File: config.mk
export PLATFORM = sky130hd
export DESIGN_NAME = gmws_ram
export DESIGN_NICKNAME = d
export VERILOG_FILES = /design/src/rtl/gmws_ram.sv
export SDC_FILE = /design/constraint.sdc
export NUM_CORES = 2
export LEC_CHECK = 0
export BUFFER_PORTS_ARGS = -buffer_cell sky130_fd_sc_hd__clkbuf_2
export CORE_MARGIN = 2
export CORE_UTILIZATION = 50
export CTS_CLUSTER_SIZE = 28
export DETAILED_ROUTE_END_ITERATION = 10
export GPL_TIMING_DRIVEN = 0
export PLACE_DENSITY = 0.77
export SLEW_MARGIN = 20
export SYNTH_ARGS = -nofsm -noshare
export SYNTH_HDL_FRONTEND = slang
export SYNTH_SLANG_ARGS = --single-unit
export TNS_END_PERCENT = 50
File: constraint.sdc
create_clock -name clk -period 4.2 [get_ports clk]
set_input_delay 0.84 -clock clk [delete_from_list [all_inputs] [get_ports clk]]
set_output_delay 0.84 -clock clk [all_outputs]
set_load 0.005 [all_outputs]
File: src/rtl/gmws_ram.sv
// Generic single-write, single-read RAM with registered read data.
module gmws_ram #(
  parameter int WIDTH = 32,
  parameter int DEPTH = 64
) (
  input  logic                     clk,
  input  logic                     we,
  input  logic [$clog2(DEPTH)-1:0] waddr,
  input  logic [WIDTH-1:0]         wdata,
  input  logic [$clog2(DEPTH)-1:0] raddr,
  output logic [WIDTH-1:0]         rdata
);

  logic [WIDTH-1:0] mem [DEPTH];

  always_ff @(posedge clk) begin
    if (we) begin
      mem[waddr] <= wdata;
    end
    rdata <= mem[raddr];
  end

endmodule

==> flow_metrics.tcl <==
set metrics [dict create \
    utilization 0.587 \
    fillers 10200 \
    synth-main-ff-cell "edfxtp_1" \
    start_util 0.503 \
    peakVddDrop_v 0.000495 \
    portBuffers 69 \
    synth_seq_cells 2080 \
    cts_tree "built" \
    hp-class "primary input to flop" \
    drc 0 \
    clock_path_buffers 3 \
    fin_crit_ns 4.32 \
    die_x_um 400 \
    die_h_um 400 \
    drive_gt1_frac 0.309 \
    power_density_nw_per_um2 475 \
    grt_overflow 0 \
    worstPathMaxFanout 10 \
    synthesis.area_um2 78500 \
    fmax_mhz 232 \
    drv_cap 0 \
    grtUsageTotal 0.317 \
    pin_count 78 \
    netlist.top_cell.by_area "edfxtp_1" \
    status "finished, violations left" \
    worstSetupPathType "primary input to flop" \
    arrival_ns 4.97 \
    grt_pass1_vias 41800 \
    clock_sinks 2080 \
    multi_input_area_um2 16000 \
    leakagePower_nw 28.7 \
    final-hold-violation-count 0 \
    rsz0062_at_grt "no" \
    synth_edf_count 2048 \
    setup_ws_ns -0.117 \
    drt-pass1-iter-count 7 \
    ys_types 34 \
    end_kind "flop" \
    finalCritPeriodShare 1.03 \
    final_cells 5958 \
    fp.dieArea_um2 160000 \
    finClkSkew_ns 0.0377 \
    cp-start-kind "primary input" \
    drt_wl_total_um 255000 \
    rows 145 \
    path_clk_slew_ns 0.06 \
    cts_htree_levels 4 \
    cts_hold_buffers 0 \
    power_mw 43.6 \
    synthCells 3324 \
    viasPerCell 7.10 \
    dp_cells 5589 \
    rr_worst_depth 4 \
    hold_depth 1 \
    synth.avg_cell_area_um2 23.6 \
    area_delta_synth_final_pct 16.7 \
    wl_per_cell_um 42.8 \
    dpl_worst_slack_ns -0.705 \
    violations "negative setup slack" \
    grt_pass1_wl_um 344000 \
    cts_setup_buffers 0 \
    grt_max_degree 65 \
    hpwl_um 156000 \
    synth_warnings 0 \
    critPathRequiredTime_ns 4.85 \
    core_um2 156000 \
    synth_top_cell_area_share 0.783 \
    yosys-top-cells-area "edfxtp_1 (78%), mux4_2 (16%), mux2i_1 (1.2%)" \
    seq_area_um2 62100 \
    cts_buffers 194 \
    finalNetCount 3773 \
    worst_pin_slew_ns 1.29 \
    vias 42300 \
    drtIter0Drc 8791 \
    gp_congestion 0.896 \
    setup_violations 6 \
    drv_slew 0 \
    yosysSeqAreaShare 0.791 \
    clk_latency_ns 0.85 \
    ys_async_sr_fraction 0 \
    syn_nets 3370 \
    relSlewSlack 0.138 \
    antenna_left 0 \
    cts-root-buf "clkbuf_16" \
    antenna_found_initial 20 \
]
critical path, cell delays in order:
cell     delay, ns
buf_2         0.39
buf_2         0.48
buf_2         0.37
buf_1         0.90
mux4_2        0.39
o22ai_1       0.08
nor2_1        0.55
a21oi_1       0.28
nor2_1        0.66
synthesized netlist by cell type, types with 2 or more instances:
master / number
o32ai_1: 4
buf_6: 5
nand3b_1: 5
or3b_2: 3
nand2b_1: 8
and3_1: 4
or3b_1: 2
nor2b_1: 15
a311oi_1: 8
a22oi_1: 12
a41o_1: 4
nand3_1: 5
mux2i_1: 93
buf_4: 25
and2_1: 2
nor2_1: 137
o221ai_1: 27
mux4_2: 544
clkbuf_1: 74
dfxtp_1: 32
edfxtp_1: 2048
buf_1: 21
nand2_1: 26
nor3_1: 7
or3_1: 3
a21oi_1: 62
nand4_1: 2
buf_2: 57
o22ai_1: 84
path summary, 6_finish.rpt:
kind / startpoint / to / slack [ns]
setup / recovery: raddr[1] / rdata[7]$_DFF_P_ / -0.12
hold / removal: wdata[20] / mem[33][20]$_DFFE_PP_ / 0.58
setup reg to reg: mem[27][18]$_DFFE_PP_ / rdata[18]$_DFF_P_ / 1.29
hold reg to reg: mem[13][4]$_DFFE_PP_ / rdata[4]$_DFF_P_ / 0.92
power breakdown:
part           internal [mW]  switching, mW
clock network           10.2           7.88
registers               23.0         0.0562
logic                  0.805           1.68
total                   33.9           9.62
metal layers:
layer | wire length (µm) | global-route usage
met5 | 132 | 0
met4 | 20400 | 0.197
met3 | 43900 | 0.122
met2 | 114000 | 0.476
met1 | 76600 | 0.391
cells by family after synthesis:
logic type / share of synthesized area
flops: 0.791
mux: 0.168
simple gates: 0.0127
buf+inv: 0.0113
compound gates: 0.0167
timing repair:
item | 4_1_cts | 5_1_grt
pin swaps | 0 | 0
endpoints found under the setup margin | 1 | 1
gates resized for setup | 1 | 1
hold endpoints to repair | 0 | 0
cells in the final DEF, fill, tap and decap left out, drive strengths merged:
| master | count |
|---|---|
| edfxtp | 2048 |
| mux4 | 544 |
| clkbuf | 391 |
| buf | 253 |
| nor2 | 137 |
| mux2i | 93 |
| o22ai | 84 |
| clkinv | 76 |
| a21oi | 62 |
| dfxtp | 32 |
| o221ai | 27 |
| nand2 | 26 |
| bufinv | 20 |
| nor2b | 15 |
| a22oi | 12 |
| diode | 8 |
| nand2b | 8 |
| a311oi | 8 |
| inv | 7 |
| nor3 | 7 |
| nand3b | 5 |
| nand3 | 5 |
| or3b | 5 |
| and3 | 4 |
| a41o | 4 |
| o32ai | 4 |
| or3 | 3 |
| or2 | 3 |
| and2 | 2 |
| nand4 | 2 |
| clkinvlp | 2 |
| clkdlybuf4s15 | 1 |
| a31oi | 1 |
| nand4b | 1 |
sequential cells by signal, indices dropped and copies added, names as in the netlist:
register	count
rdata	32
mem	2048
area by class of cell:
class                   instances  share of cell area
diodes                          8            0.000218
plain buffers                 182             0.00991
clock buffers                 256              0.0581
clock inverters               105              0.0119
multi-input cells            1062               0.174
flip-flops and latches       2080               0.678
well taps                    2058              0.0281
repair buffers                207              0.0395
per-stage QoR:
| step | TNS (ns) | hold WS [ns] | area (µm²) |
|---|---|---|---|
| after floorplan | 0 | 0.663 | 78500 |
| after global placement | -2967.30 | 0.861 | 81400 |
| after detailed placement | -8.59 | 0.867 | 85200 |
| after CTS | 0 | 0.564 | 91600 |
| after global routing | 0 | 0.577 | 91600 |
| final | -0.462 | 0.582 | 91700 |
Power figures use the tool's default switching activity.
